### config.mk
export PLATFORM = sky130hd
export DESIGN_NAME = matrix_multiply
export DESIGN_NICKNAME = d
export VERILOG_FILES = /design/src/sv/mm_pkg.sv /design/src/sv/mm_mem.sv /design/src/sv/mm_mac.sv /design/src/sv/mm_ctrl.sv /design/src/sv/matrix_multiply.sv
export SDC_FILE = /design/constraint.sdc
export NUM_CORES = 2
export LEC_CHECK = 0
export ABC_CLOCK_PERIOD_IN_PS = 16360
export BUFFER_PORTS_ARGS = -buffer_cell sky130_fd_sc_hd__buf_2
export CELL_PAD_IN_SITES_DETAIL_PLACEMENT = 1
export CELL_PAD_IN_SITES_GLOBAL_PLACEMENT = 2
export CORE_UTILIZATION = 49
export CTS_CLUSTER_SIZE = 25
export DETAILED_ROUTE_END_ITERATION = 16
export PLACE_DENSITY_LB_ADDON = 0.05
export SKIP_CTS_REPAIR_TIMING = 1
export SLEW_MARGIN = 0
export SYNTH_ARGS = -nofsm -noshare
export SYNTH_HDL_FRONTEND = slang
export SYNTH_HIERARCHICAL = 1
export SYNTH_SLANG_ARGS = --single-unit
### constraint.sdc
create_clock -name clk -period 16.36 [get_ports clk]
set_clock_uncertainty 0.2 [all_clocks]
set_input_delay 0.818 -clock clk [delete_from_list [all_inputs] [get_ports clk]]
set_output_delay 0.818 -clock clk [all_outputs]
set_load 0.01 [all_outputs]
### src/sv/mm_pkg.sv
package mm_pkg;

  localparam int DEFAULT_MAX_DIM    = 8;
  localparam int DEFAULT_ELEM_WIDTH = 16;

  // Configuration port.
  localparam int CFG_W     = 4;
  localparam int CFG_IDX_W = 2;

  localparam logic [CFG_IDX_W-1:0] REG_ROWS_A    = 2'd0;
  localparam logic [CFG_IDX_W-1:0] REG_INNER_DIM = 2'd1;
  localparam logic [CFG_IDX_W-1:0] REG_COLS_B    = 2'd2;

  // Result fields.
  localparam int PROD_W    = 35;
  localparam int IDX_OUT_W = 3;

  // Control that travels with one multiply-accumulate through the datapath.
  typedef struct packed {
    logic                 valid;
    logic                 first;
    logic                 last;
    logic                 last_entry;
    logic [IDX_OUT_W-1:0] row;
    logic [IDX_OUT_W-1:0] col;
  } mac_ctl_t;

endpackage

### src/sv/mm_mem.sv
module mm_mem
  import mm_pkg::*;
#(
  parameter int DEPTH  = DEFAULT_MAX_DIM * DEFAULT_MAX_DIM,
  parameter int WIDTH  = DEFAULT_ELEM_WIDTH,
  parameter int ADDR_W = 6
) (
  input  logic                    clk,
  input  logic                    we,
  input  logic [ADDR_W-1:0]       waddr,
  input  logic signed [WIDTH-1:0] wdata,
  input  logic [ADDR_W-1:0]       raddr,
  output logic signed [WIDTH-1:0] rdata
);

  logic [WIDTH-1:0] mem [DEPTH];

  always_ff @(posedge clk) begin
    if (we) begin
      mem[waddr] <= wdata;
    end
    rdata <= mem[raddr];
  end

endmodule

### src/sv/mm_mac.sv
module mm_mac
  import mm_pkg::*;
#(
  parameter int ELEM_WIDTH = DEFAULT_ELEM_WIDTH
) (
  input  logic                         clk,
  input  logic                         rst,
  input  logic signed [ELEM_WIDTH-1:0] a_data,
  input  logic signed [ELEM_WIDTH-1:0] b_data,
  input  mac_ctl_t                     ctl,
  input  logic                         err,
  output logic                         strobe,
  output logic signed [PROD_W-1:0]     product_value,
  output logic [IDX_OUT_W-1:0]         row_index,
  output logic [IDX_OUT_W-1:0]         col_index,
  output logic                         last_entry,
  output logic                         overfill_error
);

  localparam int MUL_W = 2 * ELEM_WIDTH;
  localparam int EXT_W = (MUL_W > PROD_W) ? MUL_W : PROD_W;

  logic signed [MUL_W-1:0]  mult;
  logic signed [PROD_W-1:0] prod;
  logic signed [PROD_W-1:0] acc;
  logic signed [PROD_W-1:0] acc_sum;
  mac_ctl_t                 ctl_p;

  assign mult = a_data * b_data;

  // The first term of an entry restarts the sum; it wraps modulo 2^PROD_W.
  assign acc_sum = (ctl_p.first ? '0 : acc) + prod;

  always_ff @(posedge clk) begin
    if (rst) begin
      ctl_p  <= '0;
      strobe <= 1'b0;
    end else begin
      ctl_p <= ctl;
      prod  <= PROD_W'(EXT_W'(mult));
      if (ctl_p.valid) begin
        acc <= acc_sum;
      end
      if (err) begin
        strobe         <= 1'b1;
        product_value  <= '0;
        row_index      <= '0;
        col_index      <= '0;
        last_entry     <= 1'b0;
        overfill_error <= 1'b1;
      end else if (ctl_p.valid && ctl_p.last) begin
        strobe         <= 1'b1;
        product_value  <= acc_sum;
        row_index      <= ctl_p.row;
        col_index      <= ctl_p.col;
        last_entry     <= ctl_p.last_entry;
        overfill_error <= 1'b0;
      end else begin
        strobe <= 1'b0;
      end
    end
  end

endmodule

### src/sv/mm_ctrl.sv
module mm_ctrl
  import mm_pkg::*;
#(
  parameter int MAX_DIM = DEFAULT_MAX_DIM
) (
  input  logic                 clk,
  input  logic                 rst,
  input  logic                 start,
  output logic                 busy,
  input  logic                 which_matrix,
  input  logic                 wr_en,
  input  logic [CFG_IDX_W-1:0] wr_index,
  input  logic [CFG_W-1:0]     wr_data,
  output logic                 we_a,
  output logic                 we_b,
  output logic [((MAX_DIM > 1) ? $clog2(MAX_DIM * MAX_DIM) : 1)-1:0] waddr,
  output logic [((MAX_DIM > 1) ? $clog2(MAX_DIM * MAX_DIM) : 1)-1:0] raddr_a,
  output logic [((MAX_DIM > 1) ? $clog2(MAX_DIM * MAX_DIM) : 1)-1:0] raddr_b,
  output mac_ctl_t             ctl,
  output logic                 err
);

  localparam int ADDR_W = (MAX_DIM > 1) ? $clog2(MAX_DIM * MAX_DIM) : 1;
  localparam int IDX_W  = (MAX_DIM > 1) ? $clog2(MAX_DIM) : 1;
  localparam int DIM_W  = $clog2(MAX_DIM + 1);
  localparam int CNT_W  = $clog2(MAX_DIM * MAX_DIM + 1);
  localparam int SZ_W   = 2 * DIM_W;

  typedef enum logic [1:0] {
    IDLE,
    COMPUTE,
    DRAIN
  } state_t;

  state_t             state;
  logic [CFG_W-1:0]   rows_a;
  logic [CFG_W-1:0]   inner_dim;
  logic [CFG_W-1:0]   cols_b;
  logic [CNT_W-1:0]   count_a;
  logic [CNT_W-1:0]   count_b;
  logic [IDX_W-1:0]   i_idx;
  logic [IDX_W-1:0]   j_idx;
  logic [IDX_W-1:0]   k_idx;
  logic [ADDR_W-1:0]  a_base;
  logic [ADDR_W-1:0]  b_addr;
  logic               drain;

  logic [DIM_W-1:0]   r;
  logic [DIM_W-1:0]   n;
  logic [DIM_W-1:0]   c;
  logic [SZ_W-1:0]    size_a;
  logic [SZ_W-1:0]    size_b;
  logic               accept;
  logic               over_a;
  logic               over_b;
  logic [CNT_W-1:0]   count_a_next;
  logic [CNT_W-1:0]   count_b_next;
  logic               full;
  logic               i_last;
  logic               j_last;
  logic               k_last;

  function automatic logic [DIM_W-1:0] clamp_dim(input logic [CFG_W-1:0] d);
    logic [CFG_W-1:0] v;
    v = d;
    if (d == '0) begin
      v = CFG_W'(1);
    end else if (d > CFG_W'(MAX_DIM)) begin
      v = CFG_W'(MAX_DIM);
    end
    return DIM_W'(v);
  endfunction

  assign r      = clamp_dim(rows_a);
  assign n      = clamp_dim(inner_dim);
  assign c      = clamp_dim(cols_b);
  assign size_a = SZ_W'(r) * SZ_W'(n);
  assign size_b = SZ_W'(n) * SZ_W'(c);

  assign busy   = (state != IDLE);
  assign accept = start && !busy;
  assign over_a = SZ_W'(count_a) >= size_a;
  assign over_b = SZ_W'(count_b) >= size_b;

  assign we_a  = accept && !which_matrix && !over_a;
  assign we_b  = accept && which_matrix && !over_b;
  assign err   = accept && (which_matrix ? over_b : over_a);
  assign waddr = which_matrix ? count_b[ADDR_W-1:0] : count_a[ADDR_W-1:0];

  assign count_a_next = count_a + CNT_W'(we_a);
  assign count_b_next = count_b + CNT_W'(we_b);
  assign full = (SZ_W'(count_a_next) >= size_a) && (SZ_W'(count_b_next) >= size_b);

  assign i_last = (i_idx == IDX_W'(r - DIM_W'(1)));
  assign j_last = (j_idx == IDX_W'(c - DIM_W'(1)));
  assign k_last = (k_idx == IDX_W'(n - DIM_W'(1)));

  // A row of A starts at a_base; a column of B is walked in steps of c.
  assign raddr_a = a_base + ADDR_W'(k_idx);
  assign raddr_b = b_addr;

  always_ff @(posedge clk) begin
    if (rst) begin
      state     <= IDLE;
      rows_a    <= CFG_W'(1);
      inner_dim <= CFG_W'(1);
      cols_b    <= CFG_W'(1);
      count_a   <= '0;
      count_b   <= '0;
      i_idx     <= '0;
      j_idx     <= '0;
      k_idx     <= '0;
      a_base    <= '0;
      b_addr    <= '0;
      drain     <= 1'b0;
      ctl       <= '0;
    end else begin
      if (wr_en) begin
        case (wr_index)
          REG_ROWS_A:    rows_a    <= wr_data;
          REG_INNER_DIM: inner_dim <= wr_data;
          REG_COLS_B:    cols_b    <= wr_data;
          default: ;
        endcase
      end

      ctl.valid      <= (state == COMPUTE);
      ctl.first      <= (k_idx == '0);
      ctl.last       <= k_last;
      ctl.last_entry <= i_last && j_last;
      ctl.row        <= IDX_OUT_W'(i_idx);
      ctl.col        <= IDX_OUT_W'(j_idx);

      case (state)
        IDLE: begin
          if (accept && !err) begin
            if (full) begin
              count_a <= '0;
              count_b <= '0;
              i_idx   <= '0;
              j_idx   <= '0;
              k_idx   <= '0;
              a_base  <= '0;
              b_addr  <= '0;
              state   <= COMPUTE;
            end else begin
              count_a <= count_a_next;
              count_b <= count_b_next;
            end
          end
        end
        COMPUTE: begin
          if (!k_last) begin
            k_idx  <= k_idx + IDX_W'(1);
            b_addr <= b_addr + ADDR_W'(c);
          end else begin
            k_idx <= '0;
            if (!j_last) begin
              j_idx  <= j_idx + IDX_W'(1);
              b_addr <= ADDR_W'(j_idx) + ADDR_W'(1);
            end else begin
              j_idx  <= '0;
              b_addr <= '0;
              i_idx  <= i_idx + IDX_W'(1);
              a_base <= a_base + ADDR_W'(n);
              if (i_last) begin
                drain <= 1'b0;
                state <= DRAIN;
              end
            end
          end
        end
        DRAIN: begin
          // The last product leaves the output register before new loads.
          drain <= 1'b1;
          if (drain) begin
            state <= IDLE;
          end
        end
        default: state <= IDLE;
      endcase
    end
  end

endmodule

### src/sv/matrix_multiply.sv
// Load: one element per cycle while busy is low; an overfilled element yields
// its error result with the strobe in the cycle after it is taken.
// The element that completes both matrices raises busy; one result follows for each
// entry of the rows_a by cols_b product (sizes clamped to 1..MAX_DIM), row by row.
// One multiplier and one accumulator do all the work, one product per cycle.
// Synchronous reset clears counts and sets all sizes to 1; the receiver cannot stall.
module matrix_multiply
  import mm_pkg::*;
#(
  parameter int MAX_DIM    = DEFAULT_MAX_DIM,
  parameter int ELEM_WIDTH = DEFAULT_ELEM_WIDTH
) (
  input  logic                         clk,
  input  logic                         rst,
  input  logic                         start,
  output logic                         busy,
  input  logic                         which_matrix,
  input  logic signed [ELEM_WIDTH-1:0] element_value,
  input  logic                         wr_en,
  input  logic [CFG_IDX_W-1:0]         wr_index,
  input  logic [CFG_W-1:0]             wr_data,
  output logic                         strobe,
  output logic signed [PROD_W-1:0]     product_value,
  output logic [IDX_OUT_W-1:0]         row_index,
  output logic [IDX_OUT_W-1:0]         col_index,
  output logic                         last_entry,
  output logic                         overfill_error
);

  localparam int DEPTH  = MAX_DIM * MAX_DIM;
  localparam int ADDR_W = (MAX_DIM > 1) ? $clog2(DEPTH) : 1;

  logic                         we_a;
  logic                         we_b;
  logic [ADDR_W-1:0]            waddr;
  logic [ADDR_W-1:0]            raddr_a;
  logic [ADDR_W-1:0]            raddr_b;
  logic signed [ELEM_WIDTH-1:0] a_data;
  logic signed [ELEM_WIDTH-1:0] b_data;
  mac_ctl_t                     ctl;
  logic                         err;

  mm_ctrl #(
    .MAX_DIM (MAX_DIM)
  ) u_ctrl (
    .clk          (clk),
    .rst          (rst),
    .start        (start),
    .busy         (busy),
    .which_matrix (which_matrix),
    .wr_en        (wr_en),
    .wr_index     (wr_index),
    .wr_data      (wr_data),
    .we_a         (we_a),
    .we_b         (we_b),
    .waddr        (waddr),
    .raddr_a      (raddr_a),
    .raddr_b      (raddr_b),
    .ctl          (ctl),
    .err          (err)
  );

  mm_mem #(
    .DEPTH  (DEPTH),
    .WIDTH  (ELEM_WIDTH),
    .ADDR_W (ADDR_W)
  ) u_store_a (
    .clk   (clk),
    .we    (we_a),
    .waddr (waddr),
    .wdata (element_value),
    .raddr (raddr_a),
    .rdata (a_data)
  );

  mm_mem #(
    .DEPTH  (DEPTH),
    .WIDTH  (ELEM_WIDTH),
    .ADDR_W (ADDR_W)
  ) u_store_b (
    .clk   (clk),
    .we    (we_b),
    .waddr (waddr),
    .wdata (element_value),
    .raddr (raddr_b),
    .rdata (b_data)
  );

  mm_mac #(
    .ELEM_WIDTH (ELEM_WIDTH)
  ) u_mac (
    .clk            (clk),
    .rst            (rst),
    .a_data         (a_data),
    .b_data         (b_data),
    .ctl            (ctl),
    .err            (err),
    .strobe         (strobe),
    .product_value  (product_value),
    .row_index      (row_index),
    .col_index      (col_index),
    .last_entry     (last_entry),
    .overfill_error (overfill_error)
  );

endmodule
==> reports/metrics.csv <==
stage;metric;value;unit
placed_design;Buffers on Ports;71;
finish;Nets;6510;
logic_synthesis;post-synthesis sequential area ratio;0.665;
clocking;CTS clk-pin slew, worst paths;0.06;ns
drt;DRC;0;
logic_synthesis;Async S/R FF share, synth;0;
logic_synthesis;most instantiated cells after synthesis;edfxtp_1 (2,158), mux4_2 (443), inv_1 (354);
finish;share of cells above drive strength 1;0.183;
grt;initial antenna violation count;9;
timing;Least-Margin Pin Slew;1.22;ns
floorplan;Starting Density;0.495;
placed_design;placer congestion estimate;0.816;
grt;pin count of the biggest net entering global routing;116;
grt;GRT overflow;0;
status;status;finished clean;
finish;P&R area growth vs syn;11.2;%
floorplan;die area;207000;um2
worst_setup_path;Crit path top cell by count;ha_1;
logic_synthesis;Avg Cell Area, Syn;17.3;um2
clocking;CTS root buf;clkbuf_16;
logic_synthesis;Seq cells post-synth;2261;
power_and_ir_drop;Tot Pwr;21500;uW
clocking;H-tree level count;4;
timing;setup TNS;0;ns
logic_synthesis;Post-synth EDFFs;2158;
worst_setup_path;critical path's largest stage delay;0.80;ns
worst_setup_path;CP max FO;11;
logic_synthesis;area leader, netlist;edfxtp_1;
timing;Pins Over Slew Limit;0;
timing;final setup fails;0;
logic_synthesis;Area contributors post-synth;edfxtp_1 (64%), mux4_2 (9.9%), fa_1 (5.5%);
drt;Post-Route WL;259000;um
logic_synthesis;Distinct cells, synth;90;
logic_synthesis;most common cell in the netlist;edfxtp_1;
grt;GRT Max-Usage Layer;met2;
logic_synthesis;post-synthesis cell area;101000;um2
timing;relative slew slack;0.184;
clocking;Skew-Pair Late Insertion Delay;0.88;ns
flow_run;maxcap violations;0;
floorplan;die width;455;um
drt;DR pass1 iterations;5;
worst_setup_path;Critical Path RT;16.94;ns
placed_design;Setup WS pre-CTS;7.71;ns
logic_synthesis;syn_nets;6295;
power_and_ir_drop;Pleak;0.0373;uW
drt;DR vias;53000;
finish;Layout fillers;18300;
logic_synthesis;Post-Synthesis Cells;5804;
grt;Total Routing Usage GR;0.253;
grt;met1 usage;0.354;
finish;sequential cell area;66900;um2
drt;Final ANT Viol Nets;0;
clocking;Inserted Clock Buffers;227;
grt;first-pass GRT wire length;381000;um
power_and_ir_drop;Peak VDD IR;507;uV
placed_design;HPWL after detailed placement;162000;um
placed_design;Inst Count DP;8461;
logic_synthesis;Synthesis Warnings;6;
worst_setup_path;CP Class;flop to flop;
timing;Tmin final;8.67;ns
drt;vias per cell;5.95;
worst_setup_path;crit path DAT;9.25;ns
timing;max frequency;115;MHz
grt;M2 GR Usage;0.422;
logic_synthesis;Main synth FF type;edfxtp_1;
grt;grt met3 use;0.0361;
floorplan;I/O pin cnt;72;
timing;Fin. Hold Viols;0;
timing;Final period util;0.530;
worst_setup_path;CP endpoint kind;flop;
drt;Initial DRC Count;4339;
timing;RSZ-0062 raised after global routing;no;
power_and_ir_drop;Power Dens Cells;193;nW/um2
timing;Final WS setup;7.69;ns
floorplan;Core Region;203000;um2
floorplan;Cell Rows;165;
clocking;clock sink count;2261;
clocking;CTS tree;done;
drt;wire length per cell;29.1;um
hold_path;Worst Hold Class;input pin to flop;
worst_setup_path;CP max stage cell;nor2_1;
floorplan;DIE HEIGHT;455;um
grt;vias in the first global route;56500;
clocking;Max Root-Sink Buffers;3;
logic_synthesis;Synth top area share;0.644;
finish;Final Non-Filler Cells;8896;
finish;Multi-input gate area;30900;um2
worst_setup_path;CP Launch Type;flop;
-- critical path: cells and delay by family (launching register included) --
family                   cells  cell delay, ns
XOR/XNOR                     2            0.32
flip-flops                   1            0.37
buffers and inverters        5            0.55
adder cells (fa/ha/maj)      7            2.57
AND/OR/NAND/NOR             10            2.59
AO/OA/AOI/OAI                8            1.98
-- metal layers --
metal  share of wire  vias to the layer above
met3           0.051                      293
met1            0.44                    28500
met2            0.49                     1376
met4           0.018                        2
li1                -                    22800
met5        0.000050                        -
-- state kept, by name, summed over array words and instances, names as in the netlist, 10 cells and up --
name,flops
u_store_a/mem,1024
u_mac/prod,32
u_store_a/rdata,16
u_mac/product_value,35
u_mac/ctl_p,10
u_store_b/rdata,16
u_store_b/mem,1024
u_ctrl/ctl,10
u_mac/acc,35
-- area by class of cell --
class	count	area share
timing repair buffer	255	0.0164
clock inverter	140	0.0128
tap	2672	0.0299
multi-input combinational	2916	0.276
clock buffer	288	0.0545
sequential	2261	0.598
antenna	6	0.000134
inverter	358	0.0121
-- cell families (layout without fill, tap and decap cells) --
| kind of cell | Yosys count | after routing | share of synthesized area |
|---|---|---|---|
| buffers and inverters | 627 | 1041 | 0.0297 |
| AND/OR/NAND/NOR | 1116 | 1116 | 0.0555 |
| XOR/XNOR | 89 | 89 | 0.00775 |
| adder cells (fa/ha/maj) | 464 | 464 | 0.0782 |
| multiplexers | 683 | 683 | 0.124 |
| other | 0 | 6 | 0 |
| flip-flops | 2261 | 2261 | 0.665 |
| AO/OA/AOI/OAI | 564 | 564 | 0.0397 |
-- stage by stage --
step	area, um2	hold WS, ns	util
final	112000	0.0602	0.550
after global routing	112000	0.0448	0.550
after CTS	112000	-0.0651	0.550
after detailed placement	104000	0.233	0.513
after global placement	104000	0.229	0.513
after floorplan	101000	0.214	-
-- report_power, final --
part	total, uW	switching [uW]	internal [uW]
Clock	5250	2200	3050
Sequential	7020	96.6	6930
Combinational	9260	5240	4020
Total	21500	7530	14000
-- cells in the final DEF, fill, tap and decap left out, drive strengths merged, types with 46 or more instances in the layout --
| master | n |
|---|---|
| a22oi | 104 |
| nor2b | 144 |
| fa | 274 |
| nor2 | 287 |
| o21ai | 67 |
| ha | 190 |
| clkinv | 104 |
| a21oi | 122 |
| clkbuf | 288 |
| xnor2 | 57 |
| dfxtp | 103 |
| nand2 | 272 |
| inv | 363 |
| buf | 254 |
| edfxtp | 2158 |
| nand3 | 84 |
| and2 | 160 |
| mux4 | 447 |
| mux2i | 190 |
| mux2 | 46 |
-- worst paths after layout --
path	slack, ns	endpoint	cells past startpoint	from
hold reg to reg	0.24	u_mac/ctl_p[2]	1	u_ctrl/ctl[2]
setup reg to reg	7.69	u_ctrl/raddr_b[0]	32	u_ctrl/inner_dim[3]
hold / removal	0.06	u_ctrl/rows_a[3]	3	wr_data[3]
setup / recovery	7.69	u_ctrl/raddr_b[0]	32	u_ctrl/inner_dim[3]
(Power assumes the default switching activity.)
